<file path="config.mk">
export PLATFORM = sky130hd
export DESIGN_NAME = i2c_master_bit_sequencer
export DESIGN_NICKNAME = d
export VERILOG_FILES = /design/src/i2cms_pkg.sv /design/src/i2cms_step.sv /design/src/i2c_master_bit_sequencer.sv
export SDC_FILE = /design/constraint.sdc
export NUM_CORES = 1
export LEC_CHECK = 0
export BUFFER_PORTS_ARGS = -buffer_cell sky130_fd_sc_hd__buf_2
export CORE_MARGIN = 4
export CORE_UTILIZATION = 34
export DETAILED_ROUTE_END_ITERATION = 16
export GPL_TIMING_DRIVEN = 0
export MAX_ROUTING_LAYER = met4
export PLACE_DENSITY_LB_ADDON = 0.25
export SETUP_SLACK_MARGIN = 0.02
export SYNTH_ARGS = -nofsm -noshare
export SYNTH_HDL_FRONTEND = slang
export SYNTH_SLANG_ARGS = --single-unit
</file>
<file path="constraint.sdc">
create_clock -name clk -period 3.1 [get_ports clk]
set_clock_uncertainty 0.05 [all_clocks]
set_input_delay 0.465 -clock clk [delete_from_list [all_inputs] [get_ports clk]]
set_output_delay 0.465 -clock clk [all_outputs]
set_load 0.01 [all_outputs]
</file>
<file path="src/i2cms_pkg.sv">
// Shared types, constants and phase decode helpers for the I2C master bit sequencer.
// Depends on nothing; used by i2cms_step and i2c_master_bit_sequencer.
package i2cms_pkg;

  // Command codes carried by the kind field and held as the active command.
  typedef enum logic [2:0] {
    CMD_IDLE  = 3'd0,
    CMD_START = 3'd1,
    CMD_STOP  = 3'd2,
    CMD_WRITE = 3'd3,
    CMD_READ  = 3'd4
  } cmd_t;

  // Command lengths in bus phases.
  localparam logic [4:0] LEN_START     = 5'd3;
  localparam logic [4:0] LEN_STOP      = 5'd2;
  localparam logic [4:0] LEN_WRITE     = 5'd27;
  localparam logic [4:0] LEN_READ_ACK  = 5'd20;
  localparam logic [4:0] LEN_READ_NACK = 5'd21;
  localparam logic [4:0] LEN_OTHER     = 5'd1;

  // Phase landmarks inside the write and read sequences.
  localparam logic [4:0] PH_WRITE_DATA_END   = 5'd24;
  localparam logic [4:0] PH_WRITE_ACK_CLK    = 5'd25;
  localparam logic [4:0] PH_WRITE_ACK_SAMPLE = 5'd26;
  localparam logic [4:0] PH_READ_FIRST_SAMPLE = 5'd2;
  localparam logic [4:0] PH_READ_LAST_BIT    = 5'd16;
  localparam logic [4:0] PH_READ_ACK_DRIVE   = 5'd17;
  localparam logic [4:0] PH_READ_ACK_CLK     = 5'd18;
  localparam logic [4:0] PH_READ_NACK_CLK    = 5'd19;

  // Line levels, 1 means released high.
  typedef struct packed {
    logic sda;
    logic scl;
  } pins_t;

  // Sequencer state carried from one beat to the next.
  typedef struct packed {
    logic [4:0] phase_count;
    cmd_t       active_command;
    logic [7:0] shift_byte;
    logic       ack_choice;
    pins_t      pin_levels;
    logic       nack_seen;
  } state_t;

  localparam state_t STATE_RESET = '{
    phase_count:    5'd0,
    active_command: CMD_IDLE,
    shift_byte:     8'd0,
    ack_choice:     1'b0,
    pin_levels:     '{sda: 1'b1, scl: 1'b1},
    nack_seen:      1'b0
  };

  // One result beat.
  typedef struct packed {
    logic       scl_level;
    logic       sda_level;
    logic       last_phase;
    logic [7:0] read_data;
    logic       no_ack;
    logic       busy_res;
  } result_t;

  // Each data bit of a write spans three phases; this picks the bit driven in phase p.
  function automatic logic [2:0] write_bit_index(input logic [4:0] p);
    logic [2:0] idx;
    case (p) inside
      [5'd0:5'd2]:   idx = 3'd7;
      [5'd3:5'd5]:   idx = 3'd6;
      [5'd6:5'd8]:   idx = 3'd5;
      [5'd9:5'd11]:  idx = 3'd4;
      [5'd12:5'd14]: idx = 3'd3;
      [5'd15:5'd17]: idx = 3'd2;
      [5'd18:5'd20]: idx = 3'd1;
      default:       idx = 3'd0;
    endcase
    return idx;
  endfunction

  // SCL is high in the middle phase of each three-phase write bit.
  function automatic logic write_clk_high(input logic [4:0] p);
    logic hi;
    case (p) inside
      5'd1, 5'd4, 5'd7, 5'd10, 5'd13, 5'd16, 5'd19, 5'd22: hi = 1'b1;
      default: hi = 1'b0;
    endcase
    return hi;
  endfunction

endpackage

</file>
<file path="src/i2cms_step.sv">
// Combinational phase step: next sequencer state and result beat for one item.
// Depends on i2cms_pkg for the command codes, phase constants and structs.
module i2cms_step (
  input  i2cms_pkg::state_t  state,
  input  logic [2:0]         kind,
  input  logic [7:0]         data_byte,
  input  logic               send_ack,
  input  logic               sda_in,
  output i2cms_pkg::state_t  state_next,
  output i2cms_pkg::result_t result
);
  import i2cms_pkg::*;

  logic       is_idle;
  logic       new_cmd;
  cmd_t       cmd;
  logic [4:0] p;
  logic [7:0] shift;
  logic       ackc;
  logic       nack;
  pins_t      pins;
  logic [4:0] len;
  logic       last;

  assign is_idle = (state.active_command == CMD_IDLE);
  assign new_cmd = is_idle && (kind == CMD_START || kind == CMD_STOP ||
                               kind == CMD_WRITE || kind == CMD_READ);

  // Effective command context: either a freshly started command or the running one.
  always_comb begin
    cmd   = state.active_command;
    p     = state.phase_count;
    shift = state.shift_byte;
    ackc  = state.ack_choice;
    nack  = state.nack_seen;
    if (new_cmd) begin
      cmd  = cmd_t'(kind);
      p    = 5'd0;
      nack = 1'b0;
      if (kind == CMD_WRITE) begin
        shift = data_byte;
      end else if (kind == CMD_READ) begin
        shift = 8'd0;
        ackc  = send_ack;
      end
    end
    // Read bits come in MSB first, one on each item after a high SCL phase.
    if (cmd == CMD_READ && p >= PH_READ_FIRST_SAMPLE && p <= PH_READ_LAST_BIT && !p[0]) begin
      shift = {shift[6:0], sda_in};
    end
    // The slave acknowledge is sampled on the item after the acknowledge clock phase.
    if (cmd == CMD_WRITE && p == PH_WRITE_ACK_SAMPLE) begin
      nack = sda_in;
    end
  end

  // Pin levels for the current phase.
  always_comb begin
    pins = '{sda: 1'b1, scl: 1'b0};
    unique case (cmd)
      CMD_START: begin
        pins.sda = (p == 5'd0);
        pins.scl = (p != 5'd2);
      end
      CMD_STOP: begin
        pins.sda = (p != 5'd0);
        pins.scl = 1'b1;
      end
      CMD_WRITE: begin
        if (p < PH_WRITE_DATA_END) begin
          pins.sda = shift[write_bit_index(p)];
          pins.scl = write_clk_high(p);
        end else begin
          pins.scl = (p == PH_WRITE_ACK_CLK);
        end
      end
      CMD_READ: begin
        if (p == 5'd0) begin
          pins.scl = 1'b0;
        end else if (p <= PH_READ_LAST_BIT) begin
          pins.scl = p[0];
        end else if (p == PH_READ_ACK_DRIVE) begin
          pins.sda = 1'b0;
        end else if (ackc) begin
          pins.sda = 1'b0;
          pins.scl = (p == PH_READ_ACK_CLK);
        end else begin
          pins.scl = (p == PH_READ_NACK_CLK);
        end
      end
      default: pins = '{sda: 1'b1, scl: 1'b0};
    endcase
  end

  // Command length decoder.
  always_comb begin
    unique case (cmd)
      CMD_START: len = LEN_START;
      CMD_STOP:  len = LEN_STOP;
      CMD_WRITE: len = LEN_WRITE;
      CMD_READ:  len = ackc ? LEN_READ_ACK : LEN_READ_NACK;
      default:   len = LEN_OTHER;
    endcase
  end

  assign last = (p == len - 5'd1);

  // Result beat and next state.
  always_comb begin
    state_next = state;
    result     = '0;
    if (is_idle && !new_cmd) begin
      // Idle tick: hold the pins and report nothing.
      result.scl_level = state.pin_levels.scl;
      result.sda_level = state.pin_levels.sda;
    end else begin
      state_next.shift_byte = shift;
      state_next.ack_choice = ackc;
      state_next.nack_seen  = nack;
      state_next.pin_levels = pins;
      result.scl_level      = pins.scl;
      result.sda_level      = pins.sda;
      result.last_phase     = last;
      result.busy_res       = !last;
      if (last) begin
        state_next.active_command = CMD_IDLE;
        state_next.phase_count    = 5'd0;
        if (cmd == CMD_READ) begin
          result.read_data = shift;
        end
        if (cmd == CMD_WRITE) begin
          result.no_ack = nack;
        end
      end else begin
        state_next.active_command = cmd;
        state_next.phase_count    = p + 5'd1;
      end
    end
  end

endmodule

</file>
<file path="src/i2c_master_bit_sequencer.sv">
// Top level of the I2C master bit sequencer: input register, state, result register.
// Depends on i2cms_pkg and i2cms_step.
//
// Usage: each input beat (kind, data_byte, send_ack, sda_in) yields exactly one
// result beat holding the SCL and SDA levels to drive for one bus phase.
// While idle, kind selects start (3 phases), stop (2), write byte (27) or read
// byte (20 with ACK, 21 with NACK); any other kind is an idle tick that holds
// the pins. While a command runs, every beat advances it by one phase and its
// kind and data are ignored. sda_in must carry the SDA level sampled during the
// phase driven by the previous result. last_phase marks a command's final phase,
// where read_data (read) or no_ack (write) are valid; busy_res is 1 while phases
// remain.
// A beat accepted into the input register is stepped when the result register is
// free or being drained, and its result is then held in the result register.
// Throughput: one beat per cycle while the receiver takes results; the step is one
// pass of logic between the input register and the result register.
// When the receiver stalls, the result register holds and the input register
// fills; in_ready drops only when both are full.
// Reset (rst, synchronous) empties both registers, makes the sequencer idle and
// sets the held pin levels of both lines to released high.
module i2c_master_bit_sequencer (
  input  logic       clk,
  input  logic       rst,
  input  logic       in_valid,
  output logic       in_ready,
  input  logic [2:0] kind,
  input  logic [7:0] data_byte,
  input  logic       send_ack,
  input  logic       sda_in,
  output logic       out_valid,
  input  logic       out_ready,
  output logic       scl_level,
  output logic       sda_level,
  output logic       last_phase,
  output logic [7:0] read_data,
  output logic       no_ack,
  output logic       busy_res
);
  import i2cms_pkg::*;

  logic       in_full;
  logic [2:0] kind_q;
  logic [7:0] data_byte_q;
  logic       send_ack_q;
  logic       sda_in_q;
  logic       advance;
  state_t     state;
  state_t     state_next;
  result_t    result_next;
  result_t    result;

  // The held beat moves on whenever the result register is free or being drained.
  assign advance  = in_full && (!out_valid || out_ready);
  assign in_ready = !in_full || advance;

  i2cms_step u_step (
    .state      (state),
    .kind       (kind_q),
    .data_byte  (data_byte_q),
    .send_ack   (send_ack_q),
    .sda_in     (sda_in_q),
    .state_next (state_next),
    .result     (result_next)
  );

  // Control flags and sequencer state.
  always_ff @(posedge clk) begin
    if (rst) begin
      in_full   <= 1'b0;
      out_valid <= 1'b0;
      state     <= STATE_RESET;
    end else begin
      if (in_valid && in_ready) begin
        in_full <= 1'b1;
      end else if (advance) begin
        in_full <= 1'b0;
      end
      if (advance) begin
        out_valid <= 1'b1;
        state     <= state_next;
      end else if (out_ready) begin
        out_valid <= 1'b0;
      end
    end
  end

  // Payload registers on both sides.
  always_ff @(posedge clk) begin
    if (in_valid && in_ready) begin
      kind_q      <= kind;
      data_byte_q <= data_byte;
      send_ack_q  <= send_ack;
      sda_in_q    <= sda_in;
    end
    if (advance) begin
      result <= result_next;
    end
  end

  assign scl_level  = result.scl_level;
  assign sda_level  = result.sda_level;
  assign last_phase = result.last_phase;
  assign read_data  = result.read_data;
  assign no_ack     = result.no_ack;
  assign busy_res   = result.busy_res;

endmodule
</file>
==> results of run 1 <==
==> where the power goes <==
part           leakage [nW]  switching [mW]  total, mW  internal [mW]
logic                 0.829           0.183      0.307          0.124
registers             0.431          0.0164      0.719          0.703
clock network        0.0422           0.208      0.367          0.159
==> per-stage QoR <==
stage                     setup TNS, ps  cells
final                                 0    498
after global routing                  0    498
after CTS                             0    492
after detailed placement          -3502    479
after global placement            -4501    479
after floorplan                       0    344
==> critical path, stage by stage, from the launching register on <==
cell	delay, ps
edfxtp_1	430
buf_4	200
nor3b_4	290
nand3_2	140
and3_4	200
nor2_2	160
ha_4	240
xor2_1	130
and3_1	170
or3_4	350
and4_4	190
nand3_4	120
nor2_1	60
==> repair_timing <==
item                       CTS  global route
buffers inserted             6             6
hold buffers                 0             0
gates resized for setup     16            18
pin swaps                    7             8
setup endpoints to repair   19            15
==> logic make-up after synthesis <==
group                    synth area share (%)
multiplexers                            1.061
adder cells (fa/ha/maj)                0.8484
buffers and inverters                   4.158
AND/OR/NAND/NOR                         26.86
flip-flops                              41.41
XOR/XNOR                                1.782
AO/OA/AOI/OAI                           23.89
==> routing by layer <==
layer	vias to the layer above	wire length (µm)	GRT usage (%)
li1	1373	-	-
met1	1314	4000	25.39
met2	122	3740	24.20
met3	15	622	2.479
met4	0	191	5.112
met5	-	0	-
==> layout by cell type (no fill, tap or decap), drive strengths merged, types with 2 or more instances in the layout <==
master | netlist | routed
buf | 12 | 54
nor2 | 48 | 48
nand2 | 32 | 32
edfxtp | 26 | 26
a21oi | 24 | 24
o21ai | 23 | 23
dfxtp | 22 | 22
clkbuf | 14 | 20
nor2b | 15 | 15
nand3 | 10 | 10
and3 | 9 | 9
nor3 | 8 | 8
a211oi | 7 | 7
a31oi | 7 | 7
nand4 | 7 | 7
o211ai | 7 | 7
or3 | 6 | 6
o31ai | 5 | 5
nand2b | 4 | 4
xnor2 | 4 | 4
inv | 3 | 3
o31a | 3 | 3
nor3b | 3 | 3
a21o | 3 | 3
mux2i | 2 | 2
a41oi | 2 | 2
o21bai | 2 | 2
a2bb2oi | 2 | 2
xor2 | 2 | 2
a22oi | 2 | 2
nor4 | 2 | 2
ha | 2 | 2
==> path summary, 6_finish.rpt <==
path                     to  slack, ps  cells past startpoint
max            read_data[5]        130                     12
min reg2reg        state[0]        420                      2
max reg2reg    read_data[5]        130                     12
min          data_byte_q[2]        280                      1
==> state kept, by name (all words and copies together) (netlist names), 3 cells and up <==
signal,cells
data_byte_q,8
kind_q,3
read_data,8
state,20
==> layout make-up <==
class / instances / area, µm²
multi-input cells: 267 / 1718
well taps: 105 / 131.4
repair buffers: 42 / 256.5
flip-flops and latches: 48 / 1221
clock buffers: 7 / 76.32
fillers: 820 / 4795
clock inverters: 1 / 5.005
plain buffers: 25 / 126.4
inverters: 3 / 11.26
==> summary.txt, run 1 <==
GRT
  • First-pass GRT wire length: ~13,000 µm
  • Total global-route track usage: 17.18%
  • Antenna violations before repair: 0
  • GR Overflow Total: 0
  • Largest net degree at the start of global routing: 18
  • Vias in the first global route: 2,527

Clock network
  • Sink Count: 48
  • Clock transition at the registers of the reported paths: 90 ps
  • H-tree level count: 2
  • Clock Latency Late Sink: 310 ps
  • CTS tree: done
  • Clk buf depth: 2
  • Root Driver: clkbuf_8
  • Cts bufs inserted: 5

Detailed routing
  • Pre-antenna DRT Iters: 6
  • DR vias: 2,824
  • Antenna-violating nets left: 0
  • WL/cell: 17.18 µm
  • Initial DRC Count: 255
  • DRC: 0
  • Vias per cell: 5.671
  • Final WL: 8554 µm

Status
  • Outcome: finished clean

Place
  • Setup WS pre-CTS: -323.9 ps
  • GP Congestion: about 0.94
  • Post-placement cell area: 0.003233 mm²
  • Hpwl dp: approximately 6300 µm
  • Port bufs: 30

Floorplanning
  • Die H: 101.1 µm
  • Core area: 0.008341 mm²
  • Starting Density: 35.36%
  • # rows: 33
  • IO Count: 32
  • Die ar.: just over 0.01 mm²
  • Die X: ~100 µm

Synth
  • Cell with the most instances after synthesis: nor2_1
  • Seq/Total Area, Yosys: 41.41%
  • Synth Instances: 344
  • EDFF count, synth: 26
  • Yosys top cell by area: edfxtp_1
  • Area contributors post-synth: edfxtp_1 26%, dfxtp_1 15%, nor2_1 6.1%
  • Synth warn: 0
  • Primary FF master, synth: edfxtp_1
  • Top cells by count, synth: 48 x nor2_1, 32 x nand2_1, 26 x edfxtp_1
  • Netlist cell types: ~70
  • Post-Syn Area per Cell: 8.573 µm²
  • Post-synth top area share: 26.47%
  • Syn Nets: 363
  • Area of the mapped netlist: between 0.002 and 0.003 mm²
  • Synthesized flop and latch total: 48
  • Async set-reset flop share out of synthesis: 0%

Worst setup path
  • CP endpoint kind: register
  • Crit path max fanout: 10
  • Critical Path Start Type: register
  • Worst r2r src: kind_q[0]
  • Crit path from: kind_q[0]
  • Critical Path RT: 3110 ps
  • Crit path DAT: 2980 ps
  • Kind of critical path: reg -> reg

Finish
  • End-of-flow core utilization: 42.51%
  • # diodes: 0
  • Final nets: about 400
  • Share of post-route cells with drive strength above 1: 21.88%
  • Area grow syn2layout: 20.24%
  • Design Area, Final: 0.003546 mm²

Run
  • Max_cap viols: 0

STA
  • RSZ-0062 raised after global routing: false
  • Hold Worst Slack: roughly 280 ps
  • Max frequency: 337.0 MHz
  • Max Slew Vio Count: 0
  • Period utilisation layout: 95.72%
  • Slew HR: between 30% and 40%
  • Fin. Hold Viols: 0
  • Final worst slack: 132.6 ps
  • Final Setup Violations: 0
  • Period minus WS final: about 3000 ps
  • Actual slew at the worst max-slew pin: between 900 and 1000 ps

Hold path
  • Worst min-delay path class: in -> reg
  • Min-delay src: data_byte[2]

Power
  • Worst VDD drop: 0.1826 mV
  • Power Dens Cells: 393.0 mW/mm²
  • Tot Pwr: around 1.4 mW
  • LEAKAGE: ~1.3 nW
Note: power is estimated with default switching activity, not from simulation.
==> run 2: changes to the inputs <==
--- a/config.mk
+++ b/config.mk
@@ -5,6 +5,7 @@
 export SDC_FILE = /design/constraint.sdc
 export NUM_CORES = 1
 export LEC_CHECK = 0
+export ABC_AREA = 1
 export BUFFER_PORTS_ARGS = -buffer_cell sky130_fd_sc_hd__buf_2
 export CORE_MARGIN = 4
 export CORE_UTILIZATION = 34
==> run 2 against run 1 <==
Global-route usage fell by 2.0 points. Final area is 3.4% lower. Register-to-register slack better by 30 ps. Setup slack better by 29 ps. Final cell count is 3.8% higher. Clock-buffer cell count fell by 2. Non-clock buffer count decreased by 17.
==> summary.txt, run 2 <==
Power
  • Clock power frac: 31.9% (+5.6 points)
  • LEAKAGE: 1.509 nW (+16%)
  • NetSw: 0.4131 mW (+1.4%)
  • Worst VDD drop: 0.3162 mV (+73%)
  • Combinational fraction of design power: 18.9% (-3.2 points)
  • Switching portion of total power: 28.40% (-0.84 points)
  • Internal: 1.041 mW (+5.6%)
  • Power Dens Cells: 424.4 mW/mm² (+8.0%)
  • Seq pwr share: 49.2% (-2.4 points)

GRT
  • Vias in the first global route: 2,396 (-5.2%)
  • Largest net degree at the start of global routing: 16 (-2)
  • First-pass GRT wire length: 11,730 µm (-12%)
  • Total global-route track usage: 15.18% (-2.0 points)
  • GR Overflow Total: 0 (unchanged)
  • Antenna violations before repair: 0 (unchanged)

Detailed routing
  • Uppermost layer routed: met4
  • Met2 WL post-DR: 3326 µm (-11%)
  • Final WL: 7327 µm (-14%)
  • DR vias: 2,591 (-8.3%)
  • Met1 Wirelength: 3562 µm (-11%)
  • Pre-antenna DRT Iters: 5 (-1)
  • WL/cell: 14.17 µm (-17%)
  • WL met3: 317 µm (-49%)
  • Initial DRC Count: 208 (-18%)
  • Antenna-violating nets left: 0 (unchanged)
  • Vias per cell: 5.012 (-12%)
  • DRC: 0 (unchanged)

Finish
  • Final nets: 430 (+4.6%)
  • Area grow syn2layout: 20.71%
  • Commonest cells after routing, fill and taps aside: 77 x nand2_1, 44 x inv_1, 30 x buf_2
  • Biggest register: state
  • Share of post-route cells with drive strength above 1: 26.70% (+4.8 points)
  • Max reg flops: 20 (unchanged)
  • Fin cells: 517 (+3.8%)
  • # diodes: 0 (unchanged)
  • Most common cell after layout, fill and taps aside: nand2_1

Worst setup path
  • Critical Path RT: 3210 ps (+100 ps)
  • Crit-path cells: nor2_2 > nand2_4 > inv_2 > nand2_2 > nor2_2 > mux2i_2 > nand2_1 > nand2_2 > inv_2 > ha_4 > xnor2_2 > xor2_1 > nor2_1 > o21ai_1 > nor3_2 > nand2_2 > inv_4 > nand2_8 > a21oi_4
  • Worst path most repeated cell: nand2_2
  • Crit path DAT: 3050 ps (+70 ps)
  • CP endpoint kind: register
  • Slowest-stage cell, CP: edfxtp_1
  • Crit path max fanout: 8 (-2)
  • Top Family by Delay on Critical Path: simple AND/OR/NAND/NOR gates
  • Crit path depth: 19 (+7)
  • Critical Path Start Type: register
  • Critical path buffers and inverters: 3 (+2)
  • Reg2reg path depth: 19 (+7)
  • Worst stage delay on the critical path: 430 ps (about the same)
  • Kind of critical path: reg -> reg

Clock network
  • CTS tree: done
  • Cts bufs inserted: 5 (unchanged)
  • Root Driver: clkbuf_8
  • Hold Buf Count CTS: 0 (unchanged)
  • Clk buf depth: 2 (unchanged)
  • Clock Latency Late Sink: 300 ps (about the same)
  • Clock transition at the registers of the reported paths: 90 ps (about the same)
  • Sink Count: 48 (unchanged)
  • H-tree level count: 2 (unchanged)

Synth
  • Area contributors post-synth: edfxtp_1 28%, dfxtp_1 16%, nand2_1 11%
  • Area of the mapped netlist: 0.002839 mm² (-3.7%)
  • Synth warn: 0 (unchanged)
  • Primary FF master, synth: edfxtp_1
  • Netlist cell types: 39 (-43%)
  • Post-synth top area share: 27.50% (+1.0 points)
  • EDFF count, synth: 26 (unchanged)
  • Seq/Total Area, Yosys: 43.01% (+1.6 points)
  • Synthesized flop and latch total: 48 (unchanged)
  • Yosys top cell by area: edfxtp_1
  • Post-Syn Area per Cell: 7.864 µm² (-8.3%)
  • Async set-reset flop share out of synthesis: 0% (unchanged)
  • Cell with the most instances after synthesis: nand2_1
  • Syn Nets: 380 (+4.7%)
  • Synth Instances: 361 (+4.9%)
  • Top cells by count, synth: 80 x nand2_1, 48 x inv_1, 29 x a21oi_1

Floorplanning
  • Starting Density: 34.73% (-0.63 points)
  • Die X: 99.38 µm (-1.7%)
  • Die ar.: 0.009875 mm² (-3.5%)
  • IO Count: 32 (unchanged)
  • # rows: 33 (unchanged)
  • Die H: 99.38 µm (-1.7%)
  • Core area: 0.008175 mm² (-2.0%)

STA
  • Final Setup Violations: 0 (unchanged)
  • Actual slew at the worst max-slew pin: 702.2 ps (-257.0 ps)
  • Fin. Hold Viols: 0 (unchanged)
  • Period utilisation layout: 94.80% (-0.93 points)
  • Sum of negative setup slack: 0 ps (unchanged)
  • Period minus WS final: 2939 ps (-28.76 ps)
  • Max Slew Vio Count: 0 (unchanged)
  • Slew HR: 53.14% (+17 points)
  • RSZ-0062 raised after global routing: true
  • Max frequency: 340.3 MHz (+0.98%)

Run
  • Max_cap viols: 0 (unchanged)

Place
  • Hpwl dp: 5469 µm (-13%)
  • Port bufs: 30 (unchanged)
  • GP Congestion: 0.9110 (-3.2%)
  • Placed cells: 496 (+3.5%)

Hold path
  • Worst hold path depth: 1 (unchanged)
  • Worst min-delay path class: in -> reg

Status
  • Outcome: finished clean
==> run 2: changes by cell type in the layout (fill, tap and decap cells not counted), moves of 8 or more <==
cell	before	now
nand3_1	8	18
clkbuf_1	14	3
inv_2	0	9
nor2b_1	14	0
inv_1	3	44
nand2_1	32	77
nor2_1	42	17
and3_1	8	0
o21ai_0	17	27
nand2_2	0	12
==> run 2: final cells by class <==
| type | instances | area (µm²) |
|---|---|---|
| fillers | 868 | 4748 |
| well taps | 105 | 131.4 |
| repair buffers | 43 | 247.7 |
| clock buffers | 5 | 68.82 |
| clock inverters | 3 | 42.54 |
| flip-flops and latches | 48 | 1221 |
| multi-input cells | 251 | 1469 |
| plain buffers | 7 | 37.54 |
| inverters | 55 | 209.0 |
==> run 2: stage by stage <==
stage	power [mW]	area [µm²]	hold WS (ps)	util, %	setup WS (ps)
finish	1.455	3427	280.3	41.92	161.3
global route	1.518	3427	267.9	41.92	-33.22
CTS	1.441	3273	261.4	40.04	73.94
detailed placement	0.9583	3120	410.0	38.17	-145.1
global placement	0.9559	3120	402.0	38.17	-143.5
floorplan	0.8913	2839	390.8	-	365.3
==> run 2: worst register-to-register path: stages, from the launching register on <==
cell,delay (ps)
edfxtp_1,430
nor2_2,170
nand2_4,70
inv_2,50
nand2_2,60
nor2_2,130
mux2i_2,260
nand2_1,110
nand2_2,100
inv_2,50
ha_4,160
xnor2_2,130
xor2_1,140
nor2_1,110
o21ai_1,90
nor3_2,200
nand2_2,120
inv_4,120
nand2_8,100
a21oi_4,140
==> run 2: path summary, 6_finish.rpt <==
check	start	endpoint	slack [ps]
setup / recovery	kind_q[1]	read_data[1]	160
hold / removal	data_byte[6]	data_byte_q[6]	280
setup reg to reg	kind_q[1]	read_data[1]	160
hold reg to reg	state[1]	state[1]	440
==> run 2: layer usage <==
layer | up-vias | track usage (%)
met5 | - | -
met4 | 0 | 3.992
met3 | 10 | 2.174
met2 | 65 | 24.12
met1 | 1205 | 20.39
li1 | 1311 | -
==> run 2: power groups by stage <==
stage                     Clock (mW)  Sequential, mW  Combinational [mW]
after detailed placement           0           0.731               0.228
after CTS                      0.480           0.716               0.245
after global placement             0           0.730               0.226
after floorplan                    0           0.733               0.158
after global routing           0.496           0.720               0.302
final                          0.463           0.716               0.275
==> run 2: repair_timing <==
action | CTS | global route
resized for setup | 1 | 24
setup buffers | 5 | 8
endpoints found under the setup margin | 13 | 19
pin swaps | 2 | 11
==> run 2: cell families (layout without fill, tap and decap cells) <==
kind of cell               Yosys count  in the layout  synth area share (%)
buffers and inverters               62            113                 8.594
adders and majority gates            2              2                0.8813
xor gates and xnor gates             4              4                 1.499
DFF                                 48             48                 43.01
muxes                                1              1                0.3526
AOI/OAI and AO/OA                   83             83                 17.06
and+or+nand+nor                    161            161                 28.60
